[src/hw/rtl/smd_pkg.sv]
`default_nettype none
// ----------------------------------------------------------------------------
// smd_pkg
// Shared constants and types of the spectrum max-hold decimator.
// ----------------------------------------------------------------------------
package smd_pkg;

   localparam int MAX_BINS  = 16384;
   localparam int MAX_GROUP = 64;

   localparam int BIN_W = $clog2(MAX_BINS + 1);
   localparam int GRP_W = $clog2(MAX_GROUP + 1);

   localparam logic [31:0] MAGIC_WORD = 32'h7743FA9F;

   // configuration register indexes
   localparam logic [1:0] CSR_WINDOW_START = 2'd0;
   localparam logic [1:0] CSR_WINDOW_END   = 2'd1;
   localparam logic [1:0] CSR_GROUP_SIZE   = 2'd2;
   localparam logic [1:0] CSR_STREAM_ID    = 2'd3;

   localparam logic [13:0] RESET_WINDOW_START = 14'd2250;
   localparam logic [14:0] RESET_WINDOW_END   = 15'd7750;
   localparam logic [6:0]  RESET_GROUP_SIZE   = 7'd10;
   localparam logic [7:0]  RESET_STREAM_ID    = 8'd1;

   // byte positions within one group's packet piece
   localparam logic [2:0] POS_MAGIC3 = 3'd0;
   localparam logic [2:0] POS_MAGIC2 = 3'd1;
   localparam logic [2:0] POS_MAGIC1 = 3'd2;
   localparam logic [2:0] POS_MAGIC0 = 3'd3;
   localparam logic [2:0] POS_ID     = 3'd4;
   localparam logic [2:0] POS_HI     = 3'd5;
   localparam logic [2:0] POS_LO     = 3'd6;

   typedef struct packed {
      logic [13:0] window_start;
      logic [14:0] window_end;
      logic [6:0]  group_size;
      logic [7:0]  stream_id;
   } cfg_type;

   // one finished group waiting to be sent
   typedef struct packed {
      logic        header;
      logic        last;
      logic [15:0] max_value;
   } group_type;

endpackage
`default_nettype wire

[src/hw/rtl/spectrum_max_decimator.sv]
`default_nettype none
// ----------------------------------------------------------------------------
// spectrum_max_decimator
// Max-hold decimator turning FFT magnitude bins into a byte packet per frame.
// ----------------------------------------------------------------------------
// Bins are numbered from zero after each frame_start beat; bins inside
// [window_start, window_end) are merged by maximum in groups of group_size and
// each full group leaves as two bytes, high first, the frame's first group led
// by the magic word and stream id. One bin beat is taken per cycle while the
// one-group holding register is free; the byte serializer sends one beat a
// cycle while the receiver is ready, so a group leaves as two bytes (seven
// with the header) while the following group can build up meanwhile.
// A finished group is registered in the holding register, then in the serializer.
module spectrum_max_decimator
   import smd_pkg::*;
(
   input  wire logic        clock,
   input  wire logic        reset,
   // bin beats
   input  wire logic        req_tvalid,
   output logic             req_tready,
   input  wire logic [15:0] req_tdata,   // [15:0] bin_value
   input  wire logic        req_tuser,   // [0] frame_start
   // packet bytes
   output logic             rsp_tvalid,
   input  wire logic        rsp_tready,
   output logic [7:0]       rsp_tdata,   // [7:0] out_byte
   output logic             rsp_tlast,
   // register writes
   input  wire logic        csr_valid,
   output logic             csr_ready,
   input  wire logic [1:0]  csr_index,
   input  wire logic [14:0] csr_data
);

   cfg_type   cfg_ff, cfg_in;
   group_type slot;
   logic      slot_valid, load;

   assign csr_ready = 1'b1;

   always_comb begin
      cfg_in = cfg_ff;
      if (csr_valid) begin
         case (csr_index)
            CSR_WINDOW_START: cfg_in.window_start = csr_data[13:0];
            CSR_WINDOW_END:   cfg_in.window_end   = csr_data;
            CSR_GROUP_SIZE:   cfg_in.group_size   = csr_data[6:0];
            CSR_STREAM_ID:    cfg_in.stream_id    = csr_data[7:0];
            default:          cfg_in = cfg_ff;
         endcase
      end
   end

   always_ff @(posedge clock) begin
      if (reset) begin
         cfg_ff.window_start <= RESET_WINDOW_START;
         cfg_ff.window_end   <= RESET_WINDOW_END;
         cfg_ff.group_size   <= RESET_GROUP_SIZE;
         cfg_ff.stream_id    <= RESET_STREAM_ID;
      end else begin
         cfg_ff <= cfg_in;
      end
   end

   smd_group u_group (
      .clock       (clock),
      .reset       (reset),
      .cfg         (cfg_ff),
      .req_valid   (req_tvalid),
      .req_ready   (req_tready),
      .bin_value   (req_tdata),
      .frame_start (req_tuser),
      .load        (load),
      .slot        (slot),
      .slot_valid  (slot_valid)
   );

   smd_serial u_serial (
      .clock      (clock),
      .reset      (reset),
      .slot       (slot),
      .slot_valid (slot_valid),
      .stream_id  (cfg_ff.stream_id),
      .load       (load),
      .rsp_tvalid (rsp_tvalid),
      .rsp_tready (rsp_tready),
      .rsp_tdata  (rsp_tdata),
      .rsp_tlast  (rsp_tlast)
   );

endmodule
`default_nettype wire

[src/hw/rtl/smd_group.sv]
`default_nettype none
// ----------------------------------------------------------------------------
// smd_group
// Bin numbering, window test and max-hold grouping; holds one finished group.
// ----------------------------------------------------------------------------
module smd_group
   import smd_pkg::*;
(
   input  wire logic        clock,
   input  wire logic        reset,
   input  wire cfg_type     cfg,
   input  wire logic        req_valid,
   output logic             req_ready,
   input  wire logic [15:0] bin_value,
   input  wire logic        frame_start,
   input  wire logic        load,
   output group_type        slot,
   output logic             slot_valid
);

   logic [BIN_W-1:0] bin_index_ff, bin_index_in;
   logic [GRP_W-1:0] group_fill_ff, group_fill_in;
   logic [15:0]      running_max_ff, running_max_in;
   logic             header_sent_ff, header_sent_in;
   logic             slot_valid_ff, slot_valid_in;
   group_type        slot_ff, slot_in;

   logic [BIN_W-1:0] idx, end_eff, remaining;
   logic [GRP_W-1:0] fill, fill_next, gs_eff;
   logic [15:0]      max_cur, max_next;
   logic             hs, in_window, done, accept;

   assign req_ready  = !slot_valid_ff || load;
   assign accept     = req_valid && req_ready;
   assign slot       = slot_ff;
   assign slot_valid = slot_valid_ff;

   always_comb begin
      idx     = frame_start ? '0 : bin_index_ff;
      fill    = frame_start ? '0 : group_fill_ff;
      max_cur = frame_start ? '0 : running_max_ff;
      hs      = frame_start ? 1'b0 : header_sent_ff;

      if ((BIN_W + 1)'(cfg.window_end) > (BIN_W + 1)'(MAX_BINS)) begin
         end_eff = BIN_W'(MAX_BINS);
      end else begin
         end_eff = BIN_W'(cfg.window_end);
      end

      if (cfg.group_size == '0) begin
         gs_eff = GRP_W'(1);
      end else if ((GRP_W + 8)'(cfg.group_size) > (GRP_W + 8)'(MAX_GROUP)) begin
         gs_eff = GRP_W'(MAX_GROUP);
      end else begin
         gs_eff = GRP_W'(cfg.group_size);
      end

      in_window = (idx < BIN_W'(MAX_BINS)) && (idx >= BIN_W'(cfg.window_start))
                  && (idx < end_eff);
      max_next  = (bin_value > max_cur) ? bin_value : max_cur;
      fill_next = fill + GRP_W'(1);
      done      = in_window && (fill_next >= gs_eff);
      // bins left in the window after this one
      remaining = end_eff - idx - BIN_W'(1);
   end

   always_comb begin
      bin_index_in   = bin_index_ff;
      group_fill_in  = group_fill_ff;
      running_max_in = running_max_ff;
      header_sent_in = header_sent_ff;
      slot_valid_in  = slot_valid_ff && !load;
      slot_in        = slot_ff;
      if (accept) begin
         bin_index_in   = (idx < BIN_W'(MAX_BINS)) ? idx + BIN_W'(1) : idx;
         group_fill_in  = fill;
         running_max_in = max_cur;
         header_sent_in = hs;
         if (done) begin
            group_fill_in     = '0;
            running_max_in    = '0;
            header_sent_in    = 1'b1;
            slot_valid_in     = 1'b1;
            slot_in.header    = !hs;
            slot_in.last      = remaining < BIN_W'(gs_eff);
            slot_in.max_value = max_next;
         end else if (in_window) begin
            group_fill_in  = fill_next;
            running_max_in = max_next;
         end
      end
   end

   always_ff @(posedge clock) begin
      if (reset) begin
         bin_index_ff   <= '0;
         group_fill_ff  <= '0;
         running_max_ff <= '0;
         header_sent_ff <= 1'b0;
         slot_valid_ff  <= 1'b0;
      end else begin
         bin_index_ff   <= bin_index_in;
         group_fill_ff  <= group_fill_in;
         running_max_ff <= running_max_in;
         header_sent_ff <= header_sent_in;
         slot_valid_ff  <= slot_valid_in;
      end
      slot_ff <= slot_in;
   end

endmodule
`default_nettype wire

[src/hw/rtl/smd_serial.sv]
`default_nettype none
// ----------------------------------------------------------------------------
// smd_serial
// Turns a finished group into its header and value bytes, one beat a cycle while the receiver is ready.
// ----------------------------------------------------------------------------
module smd_serial
   import smd_pkg::*;
(
   input  wire logic        clock,
   input  wire logic        reset,
   input  wire group_type   slot,
   input  wire logic        slot_valid,
   input  wire logic [7:0]  stream_id,
   output logic             load,
   output logic             rsp_tvalid,
   input  wire logic        rsp_tready,
   output logic [7:0]       rsp_tdata,
   output logic             rsp_tlast
);

   logic        busy_ff, busy_in;
   logic [2:0]  pos_ff, pos_in;
   group_type   cur_ff, cur_in;
   logic        fire, finish;

   assign fire       = busy_ff && rsp_tready;
   assign finish     = fire && (pos_ff == POS_LO);
   assign load       = slot_valid && (!busy_ff || finish);
   assign rsp_tvalid = busy_ff;
   assign rsp_tlast  = (pos_ff == POS_LO) && cur_ff.last;

   always_comb begin
      case (pos_ff)
         POS_MAGIC3: rsp_tdata = MAGIC_WORD[31:24];
         POS_MAGIC2: rsp_tdata = MAGIC_WORD[23:16];
         POS_MAGIC1: rsp_tdata = MAGIC_WORD[15:8];
         POS_MAGIC0: rsp_tdata = MAGIC_WORD[7:0];
         POS_ID:     rsp_tdata = stream_id;
         POS_HI:     rsp_tdata = cur_ff.max_value[15:8];
         POS_LO:     rsp_tdata = cur_ff.max_value[7:0];
         default:    rsp_tdata = '0;
      endcase
   end

   always_comb begin
      busy_in = busy_ff;
      pos_in  = pos_ff;
      cur_in  = cur_ff;
      if (load) begin
         busy_in = 1'b1;
         cur_in  = slot;
         // groups after the first of a frame skip the header
         pos_in  = slot.header ? POS_MAGIC3 : POS_HI;
      end else if (finish) begin
         busy_in = 1'b0;
      end else if (fire) begin
         pos_in = pos_ff + 3'd1;
      end
   end

   always_ff @(posedge clock) begin
      if (reset) begin
         busy_ff <= 1'b0;
         pos_ff  <= POS_MAGIC3;
      end else begin
         busy_ff <= busy_in;
         pos_ff  <= pos_in;
      end
      cur_ff <= cur_in;
   end

endmodule
`default_nettype wire

[config.mk]
export PLATFORM = sky130hd
export DESIGN_NAME = spectrum_max_decimator
export DESIGN_NICKNAME = d
export VERILOG_FILES = /design/src/hw/rtl/smd_pkg.sv /design/src/hw/rtl/spectrum_max_decimator.sv /design/src/hw/rtl/smd_group.sv /design/src/hw/rtl/smd_serial.sv
export SDC_FILE = /design/constraint.sdc
export NUM_CORES = 1
export LEC_CHECK = 0
export ABC_AREA = 0
export BUFFER_PORTS_ARGS = -buffer_cell sky130_fd_sc_hd__buf_2
export CAP_MARGIN = 20
export CORE_MARGIN = 10
export CORE_UTILIZATION = 25
export CTS_BUF_LIST = sky130_fd_sc_hd__clkbuf_8
export CTS_CLUSTER_SIZE = 14
export DETAILED_ROUTE_END_ITERATION = 7
export SYNTH_ARGS = -nofsm -noshare
export SYNTH_HDL_FRONTEND = slang
export SYNTH_SLANG_ARGS = --single-unit
export TNS_END_PERCENT = 50
[constraint.sdc]
create_clock -name clock -period 6.2 [get_ports clock]
set_clock_uncertainty 0.05 [all_clocks]
set_input_delay 0 -clock clock [delete_from_list [all_inputs] [get_ports clock]]
set_output_delay 0 -clock clock [all_outputs]
set_load 0.05 [all_outputs]
==> impl_results.md, run 1 <==
- Status: complete, no violations
- Fin crit period: about 4.1 ns
- Max-slew headroom: 40.6%
- Final Cell Area: between 8000 and 9000 um^2
- Cell leakage power: 0.00366 uW
- CTS buffer count: 17
- ANT nets after route: 0
- Post-synth ARST share: 0%
- Share of cells above drive strength 1: around a tenth
- Crit path max fanout: 16
- Core area: 29600 um^2
- Die height: 193 um
- Hold WC Path Type: primary input to register
- Routed vias: between 6000 and 7000
- Syn_area_per_cell: 8.44 um^2
- Slew Viols, Final: 0
- Largest net degree at the start of global routing: 70
- First-pass GRT wire length: approximately 32000 um
- Critical path type: register to register
- Hold Vio Cnt, Final: 0
- Number of setup violations in the final report: 0
- WL/cell: 14.3 um
- CP required: 6.55 ns
- List of most frequent post-synthesis cells: nand2_1, dfxtp_1, a21oi_1
- TritonCTS clock tree: yes
- Final setup margin: between 2 and 2.5 ns
- Port Buffers: 49
- Boundary pin count: 51
- Overall die width: around 190 um
- Cell area after synthesis: 7460 um^2
- Via-to-Cell Ratio: 4.71
- Crit path DAT: 4.47 ns
- Main synth FF type: dfxtp_1
- Startpoint types: register
- Seq cells post-synth: approximately 120
- Detailed placement HPWL: 14800 um
- Worst Setup End Kind: register
- Diode count: 0
- Clock tree buffer depth: 2
- Die Footprint: 37200 um^2
- Power per Cell Area: 206 nW/um^2
- Post-synth EDFFs: 35
- Worst-Margin Slew: 0.888 ns
- Top-count cell post-synth: nand2_1
- Congestion Overflow GR: 0
- Final GP Congestion: 0.873
- Vias in the first global route: 6298
- Worst hold margin: around 0.11 ns
- Drt drc: 0
- Clk_lat worst skew: 0.46 ns
- Starting density of the core: approximately 25%
- Tcrit/Tclk final: 66.4%
- Worst-path clk slew: about 0.090 ns
- 1st-iter DRT viols: around 380
- Final WL: roughly 19000 um
- Cells after Synth: 884
- Seq/Total Area, Yosys: 37.7%
- Iteration count of the initial detailed-routing pass: 5
- Gr usage total: 10.8%
- Initial antenna violation count: 0
- Post-CTS setup buffers: 0
- FMAX: 0.243 GHz
- Standard-cell rows: 63
- RSZ-0062 raised after global routing: no
- Library cells used by synthesis: 69
- Synth area leader: dfxtp_1
- Final setup TNS: 0 ns
- Worst IR drop on VDD: 0.000134 V
- Net count after synthesis: 1002
- Clk root buf: clkbuf_8
- Synth top area cells: dfxtp_1, edfxtp_1, ha_1, nand2_1, a21oi_1
- Sinks on Clock Net: between 100 and 150
- Final nets: ~1100
- Area Overhead vs Synth: 19.0%
- Max cap viols: 0
- Dpl cell area: 8070 um^2
- Pre-CTS setup slack: between 1.5 and 2 ns
- Synth warn: 0
- Share of the synthesized area in the top cell type: 23.6%
- H-tree Lvls: 4
sequential cells by signal, summed over array words and instances, names as in the netlist:
register and cells:
cfg_ff 44, u_group.group_fill_ff 7, u_group.slot_valid 1, u_group.bin_index_ff 15
u_group.running_max_ff 16, u_serial.cur_ff 17, u_serial.rsp_tvalid 1, u_serial.pos_ff 3
u_group.slot 18, u_group.header_sent_ff 1
critical path: stages, from the launching register on:
cell     delay [ns]
dfxtp_1        0.34
inv_1          0.05
nor2_1         0.19
ha_1           0.28
nand3_1        0.20
or3_1          0.40
a21oi_1        0.21
ha_1           0.27
and4_1         0.19
o21ai_0        0.10
o21ai_2        0.15
or2_4          0.27
nor4_1         0.53
and2_1         0.61
a22o_1         0.22
area by class of cell:
class / instances / area [um^2]
Multi-Input combinational cell: 658 / 4250
Tap cell: 390 / 488
Fill cell: 3113 / 20700
Sequential cell: 123 / 2810
Inverter: 64 / 240
Clock buffer: 17 / 234
Timing Repair Buffer: 92 / 671
Clock inverter: 15 / 186
cell usage in the layout (no fill, tap or decap), types with 5 or more instances in the layout:
cell / count
nor4_1: 5
a21oi_1: 83
a22o_1: 19
inv_6: 6
clkbuf_8: 17
inv_1: 64
a22oi_1: 6
nand3b_1: 13
dlygate4sd3_1: 38
xnor2_1: 13
nor2b_1: 6
ha_1: 78
and3_1: 10
dfxtp_1: 88
xor2_1: 7
nor3_1: 8
a211o_1: 7
edfxtp_1: 35
a31oi_1: 5
nand2b_1: 40
buf_2: 49
o21ai_0: 39
nand4_1: 8
nor2_1: 47
nand2_1: 151
a21o_1: 16
nand3_1: 27
path summary, 6_finish.rpt:
path	start	cells after the start	slack, ns	to
worst min register to register	u_group.slot[9]	0	0.37	u_serial.cur_ff[9]
worst min-delay path	req_tuser	3	0.11	u_group.bin_index_ff[4]
worst max register to register	u_group.group_fill_ff[0]	14	2.08	u_group.running_max_ff[11]
worst max-delay path	u_group.group_fill_ff[0]	14	2.08	u_group.running_max_ff[11]
per-layer routing:
layer	vias up	part of all wire [%]	track usage [%]
met3	44	4.2	2.42
met4	0	3.8	5.66
li1	3234	-	-
met2	150	46	16.8
met1	2979	46	13.7
met5	-	0	0
where the power goes:
part | switching (uW) | internal [uW] | leakage [uW]
Clock | 364 | 406 | 0.000212
Sequential | 8.39 | 835 | 0.00103
Combinational | 122 | 92.0 | 0.00242
Total | 494 | 1330 | 0.00366
cell families (layout without fill, tap and decap cells):
| logic type | Yosys count | count (layout) | synth area share (%) |
|---|---|---|---|
| buf+inv | 103 | 188 | 5.51 |
| mux | 6 | 6 | 0.838 |
| xor+xnor | 20 | 20 | 2.35 |
| fa+ha+maj | 79 | 79 | 13.3 |
| compound gates | 217 | 217 | 18.7 |
| simple gates | 335 | 335 | 21.5 |
| flops | 123 | 123 | 37.7 |
| other cells | 1 | 1 | 0.0502 |
timing repair:
item	in CTS	in global routing
hold endpoints to repair	81	0
hold buffers	38	0
gates resized for setup	0	0
stage by stage:
stage,cells,utilization [%],total power (uW)
after floorplan,884,-,997
after global placement,1288,27.3,1050
after detailed placement,1288,27.3,1060
after CTS,1358,30.0,1850
after global routing,1359,30.1,1910
final,1359,30.1,1830
(Power assumes the default switching activity.)
==> run 2, diff against run 1 <==
==> constraint.sdc (replaced) <==
create_clock -name clock -period 4.31 [get_ports clock]
set_clock_uncertainty 0.05 [all_clocks]
set_input_delay 0 -clock clock [delete_from_list [all_inputs] [get_ports clock]]
set_output_delay 0 -clock clock [all_outputs]
set_load 0.05 [all_outputs]
==> run 2 against run 1 <==
  * Power up 43%
  * Sequential power up 43%
  * Clock-buffer cell count unchanged
  * Cell area up 0.48%
  * Maximum frequency up 7.7%
  * Via count down 0.36%
  * First-iteration DRC count down 12%
  * Global-route usage down 0.10 points
  * Sequential cell count unchanged
  * Hold slack better by 0.15 ns
  * Cell count up 0.52%
  * Largest cell class unchanged
==> impl_results.md, run 2 (same netlist as run 1, synthesis figures left out) <==
- Pre-CTS setup slack: between 0.5 and 0.6 ns
- Worst R2R Setup Slack: 0.49 ns
- Crit path max fanout: 16
- Final nets: about 1100
- Post-CTS setup buffers: 0
- Worst Setup End Kind: register
- Overall die width: 193 um
- Final setup margin: 0.487 ns
- Slew Viols, Final: 0
- Iteration count of the initial detailed-routing pass: 5
- Hold Vio Cnt, Final: 0
- Multi-input logic area: 4250 um^2
- 1st-iter DRT viols: 338
- Area Overhead vs Synth: 19.6%
- Crit path DAT: 4.17 ns
- Core area: 29600 um^2
- Final GP Congestion: 0.828
- Via-to-Cell Ratio: 4.67
- First-pass GRT wire length: 32100 um
- Levels on crit path: 15
- Vias in the first global route: approximately 6300
- Fin crit period: 3.82 ns
- Congestion Overflow GR: 0
- Die Footprint: 37200 um^2
- CP peak stage delay: 0.51 ns
- Drt drc: 0
- Final WL: 19300 um
- Diode count: 0
- Max FFs per register: 44
- Internal: approximately 1900 uW
- Sw frac: 28.2%
- Worst path slowest cell: nor4_1
- Largest Register: cfg_ff
- FMAX: 0.262 GHz
- Clock share of power: between 40% and 50%
- Status: complete, no violations
- Max-slew headroom: 48.4%
- Commonest non-fill, non-tap cell in the layout: nand2_1
- Routed vias: 6384
- WHS Path Cells: 3
- Tcrit/Tclk final: between 80% and 90%
- Number of setup violations in the final report: 0
- CTS Hold Buffers Added: 39
- Sequential power share: 46.6%
- Worst-path clk slew: 0.09 ns
- Worst-Margin Slew: 0.770 ns
- Gr usage total: 10.7%
- Most frequent cells in the layout: nand2_1, dfxtp_1, a21oi_1, ha_1, inv_1
- Hold EP: u_group.running_max_ff[12]
- RR Endpoint: u_group.running_max_ff[14]
- Post-route insts no fill: between 1000 and 1500
- Critical path type: register to register
- CP required: 4.66 ns
- Buffers & Inverters on Critical Path: 2
- Initial antenna violation count: 0
- WL/cell: 14.1 um
- Detailed placement HPWL: about 15000 um
- Fillers: 3173
- FF/Latch Area: between 2000 and 3000 um^2
- Clk_lat worst skew: 0.46 ns
- Final setup TNS: 0 ns
- CP cell instances: inv_1 > nor2_1 > ha_1 > nand3_1 > or3_1 > a21oi_1 > ha_1 > o21a_1 > a21oi_1 > o21ai_2 > or2_4 > nor4_1 > and2_1 > buf_4 > a22o_1
- Reg-to-Reg Start: u_group.group_fill_ff[0]
- Worst hold margin: roughly 0.26 ns
- Standard-cell rows: 63
- Clk root buf: clkbuf_8
- Max cap viols: 0
- H-tree Lvls: 4
- Post-CTS resize count: 0
- RSZ-0062 raised after global routing: no
- CTS buffer count: 17
- TritonCTS clock tree: yes
- Final Util: 30.2%
- ANT nets after route: 0
- Starting density of the core: 25.3%
- Crit. Startpoint: u_group.group_fill_ff[0]
- Sinks on Clock Net: 123
- Boundary pin count: 51
- Startpoint types: register
- Hold WC Path Type: primary input to register
- Largest net degree at the start of global routing: 54
- Cell leakage power: 0.00369 uW
- P_sw: 734 uW
- R2r worst-path depth: 15
- Cell family with most CP delay: simple AND/OR/NAND/NOR gates
- Port Buffers: 49
- Power per Cell Area: 292 nW/um^2
- Die height: 193 um
- Share of cells above drive strength 1: 11.2%
- Worst IR drop on VDD: 0.000176 V
- Inst Count DP: 1294
- Comb pwr share: 12.0%
- Clock tree buffer depth: 2
- Hold Startpoint: req_tdata[12]
[run 2: through the flow]
| step | area (um^2) | total power (uW) |
|---|---|---|
| after global placement | 8110 | 1520 |
| final | 8930 | 2610 |
| after global routing | 8930 | 2720 |
| after detailed placement | 8110 | 1520 |
| after CTS | 8910 | 2630 |
| after floorplan | 7460 | 1430 |
[run 2: area by class of cell]
type,instances,share of cell area [%]
flip-flops and latches,123,31.5
well taps,390,5.47
multi-input cells,658,47.6
clock inverters,15,1.95
inverters,64,2.69
repair buffers,99,8.13
clock buffers,17,2.62
[run 2: how the worst max path moves through the flow]
stage	end
finish	u_group.running_max_ff[14]
global route	u_group.running_max_ff[4]
CTS	u_group.running_max_ff[4]
detailed placement	u_group.running_max_ff[4]
global placement	u_group.running_max_ff[10]
floorplan	u_group.running_max_ff[10]
[run 2: power by group through the flow]
stage	Sequential, uW	Clock (uW)	Combinational [uW]
finish	1210	1080	312
global route	1220	1150	353
CTS	1210	1100	313
detailed placement	1240	0	285
global placement	1240	0	282
floorplan	1240	0	198
[run 2: worst min-delay path: stages]
cell,delay (ns)
dlygate4sd3_1,0.51
buf_2,0.12
a22o_1,0.11
[run 2: per-layer routing]
layer	track usage [%]	wire length, um	up-vias
met5	0	0	-
met1	13.8	9390	2997
li1	-	-	3256
met2	17.4	9000	100
met4	4.14	400	0
met3	1.90	504	31
==> run 3, diff against run 2 <==
--- a/config.mk
+++ b/config.mk
@@ -13,6 +13,7 @@
 export CTS_BUF_LIST = sky130_fd_sc_hd__clkbuf_8
 export CTS_CLUSTER_SIZE = 14
 export DETAILED_ROUTE_END_ITERATION = 7
+export MAX_ROUTING_LAYER = met4
 export SYNTH_ARGS = -nofsm -noshare
 export SYNTH_HDL_FRONTEND = slang
 export SYNTH_SLANG_ARGS = --single-unit
==> run 3 against run 2 <==
  * Register-to-register slack about the same
  * Critical path type unchanged
  * Critical endpoint is now u_group.running_max_ff[10]
  * Combinational power about the same
  * Cell area decreased by 0.17%
  * Sequential cell count unchanged
  * Largest power group unchanged
==> impl_results.md, run 3 (same netlist as run 1, synthesis figures left out) <==
- Die Footprint: 37200 um^2
- FMAX: ~0.26 GHz
- Worst-Margin Slew: 0.727 ns
- Commonest non-fill, non-tap cell in the layout: nand2_1
- Clock tree buffer depth: 2
- Final GP Congestion: 0.837
- Largest net degree at the start of global routing: 54
- Clk root buf: clkbuf_8
- Detailed placement HPWL: 14700 um
- Sinks on Clock Net: 123
- Status: complete, no violations
- Vias in the first global route: 6305
- Congestion Overflow GR: 0
- Number of setup violations in the final report: 0
- Startpoint types: register
- Met1 usage: 13.8%
- Crit path max fanout: 16
- Max cap viols: 0
- RSZ-0062 raised after global routing: no
- TritonCTS clock tree: yes
- Hold Vio Cnt, Final: 0
- Via-to-Cell Ratio: 4.61
- Multi-input logic area: 4250 um^2
- Critical path type: register to register
- Initial antenna violation count: 0
- Final nets: 1081
- Standard-cell rows: 63
- R2r worst-path depth: 15
- 1st-iter DRT viols: 365
- GR Util met3: 2.20%
- Final setup TNS: 0 ns
- ANT nets after route: 0
- Fin crit period: 3.81 ns
- Worst-path clk slew: 0.09 ns
- Final Util: 30.2%
- Worst IR drop on VDD: 0.000186 V
- CTS buffer count: 17
- Tcrit/Tclk final: 88.4%
- Overall die width: 193 um
- WHS Path Cells: 3
- Power per Cell Area: 289 nW/um^2
- Boundary pin count: a little over 50
- Gr busiest metal: met2
- Max-slew headroom: between 50% and 60%
- Hold WC Path Type: primary input to register
- First-pass GRT wire length: 32000 um
- Port Buffers: 49
- Cell leakage power: 0.00369 uW
- FF/Latch Area: 2810 um^2
- Fillers: 3094
- Area Overhead vs Synth: 19.4%
- WL/cell: between 10 and 15 um
- CP required: 4.68 ns
- Core area: 29600 um^2
- Inst Count DP: between 1000 and 1500
- Die height: 193 um
- Starting density of the core: 25.3%
- Routed vias: about 6300
- Crit path DAT: 4.18 ns
- Drt drc: 0
- Worst Setup End Kind: register
- Iteration count of the initial detailed-routing pass: 6
- Largest Register: cfg_ff
- Share of cells above drive strength 1: 11.2%
- Final WL: 19200 um
- Slew Viols, Final: 0
- Most frequent cells in the layout: nand2_1, dfxtp_1, a21oi_1, ha_1, inv_1
- Post-CTS setup buffers: 0
- Post-route insts no fill: 1366
- Gr usage total: 11.0%
- M2 GR Usage: 17.5%
- Max FFs per register: between 40 and 50
- H-tree Lvls: 4
- Diode count: 0
- Clk_lat worst skew: between 0.4 and 0.5 ns
run 3: area by class of cell:
cell class / count / share of cell area, %
Sequential cell: 123 / 31.6
Multi-Input combinational cell: 658 / 47.7
Tap cell: 390 / 5.48
Clock inverter: 15 / 1.87
Clock buffer: 17 / 2.63
Timing Repair Buffer: 99 / 8.06
Inverter: 64 / 2.70
run 3: routing by layer:
metal	wire length (um)	up-vias
li1	-	3258
met1	9400	2902
met2	8940	112
met3	561	24
met4	344	0
met5	0	-
run 3: final timing paths:
path / from / endpoint / slack [ns]
worst min register to register: u_group.slot[10] / u_serial.cur_ff[10] / 0.36
worst max-delay path: u_group.group_fill_ff[0] / u_group.running_max_ff[10] / 0.50
worst max register to register: u_group.group_fill_ff[0] / u_group.running_max_ff[10] / 0.50
worst min-delay path: req_tdata[5] / u_group.running_max_ff[5] / 0.25
run 3: where the power goes:
group	internal, uW	switching [uW]
Combinational	135	176
Sequential	1200	11.8
Clock	526	526
run 3: stage by stage:
step / power (uW) / setup WS [ns] / instance area [um^2] / hold WS [ns]
2_1_floorplan: 1430 / 0.654 / 7460 / 0.0678
3_3_place_gp: 1520 / 0.622 / 8120 / 0.195
3_5_place_dp: 1520 / 0.504 / 8120 / 0.199
4_1_cts: 2600 / 0.489 / 8910 / 0.234
5_1_grt: 2690 / 0.183 / 8910 / 0.251
6_report: 2580 / 0.501 / 8910 / 0.254
run 3: worst max-delay path: stages (launching register included):
cell,delay [ns]
dfxtp_1,0.33
inv_1,0.05
nor2_1,0.19
ha_1,0.27
nand3_1,0.20
or3_1,0.39
a21oi_1,0.22
ha_1,0.28
and4_1,0.19
o21ai_0,0.10
o21ai_2,0.14
or2_4,0.27
nor4_1,0.48
and2_1,0.22
buf_4,0.22
a22o_1,0.16
run 3: timing repair:
| item | 4_1_cts | 5_1_grt |
|---|---|---|
| endpoints found under the hold margin | 97 | 0 |
| hold buffers | 39 | 0 |
| resized for setup | 0 | 0 |
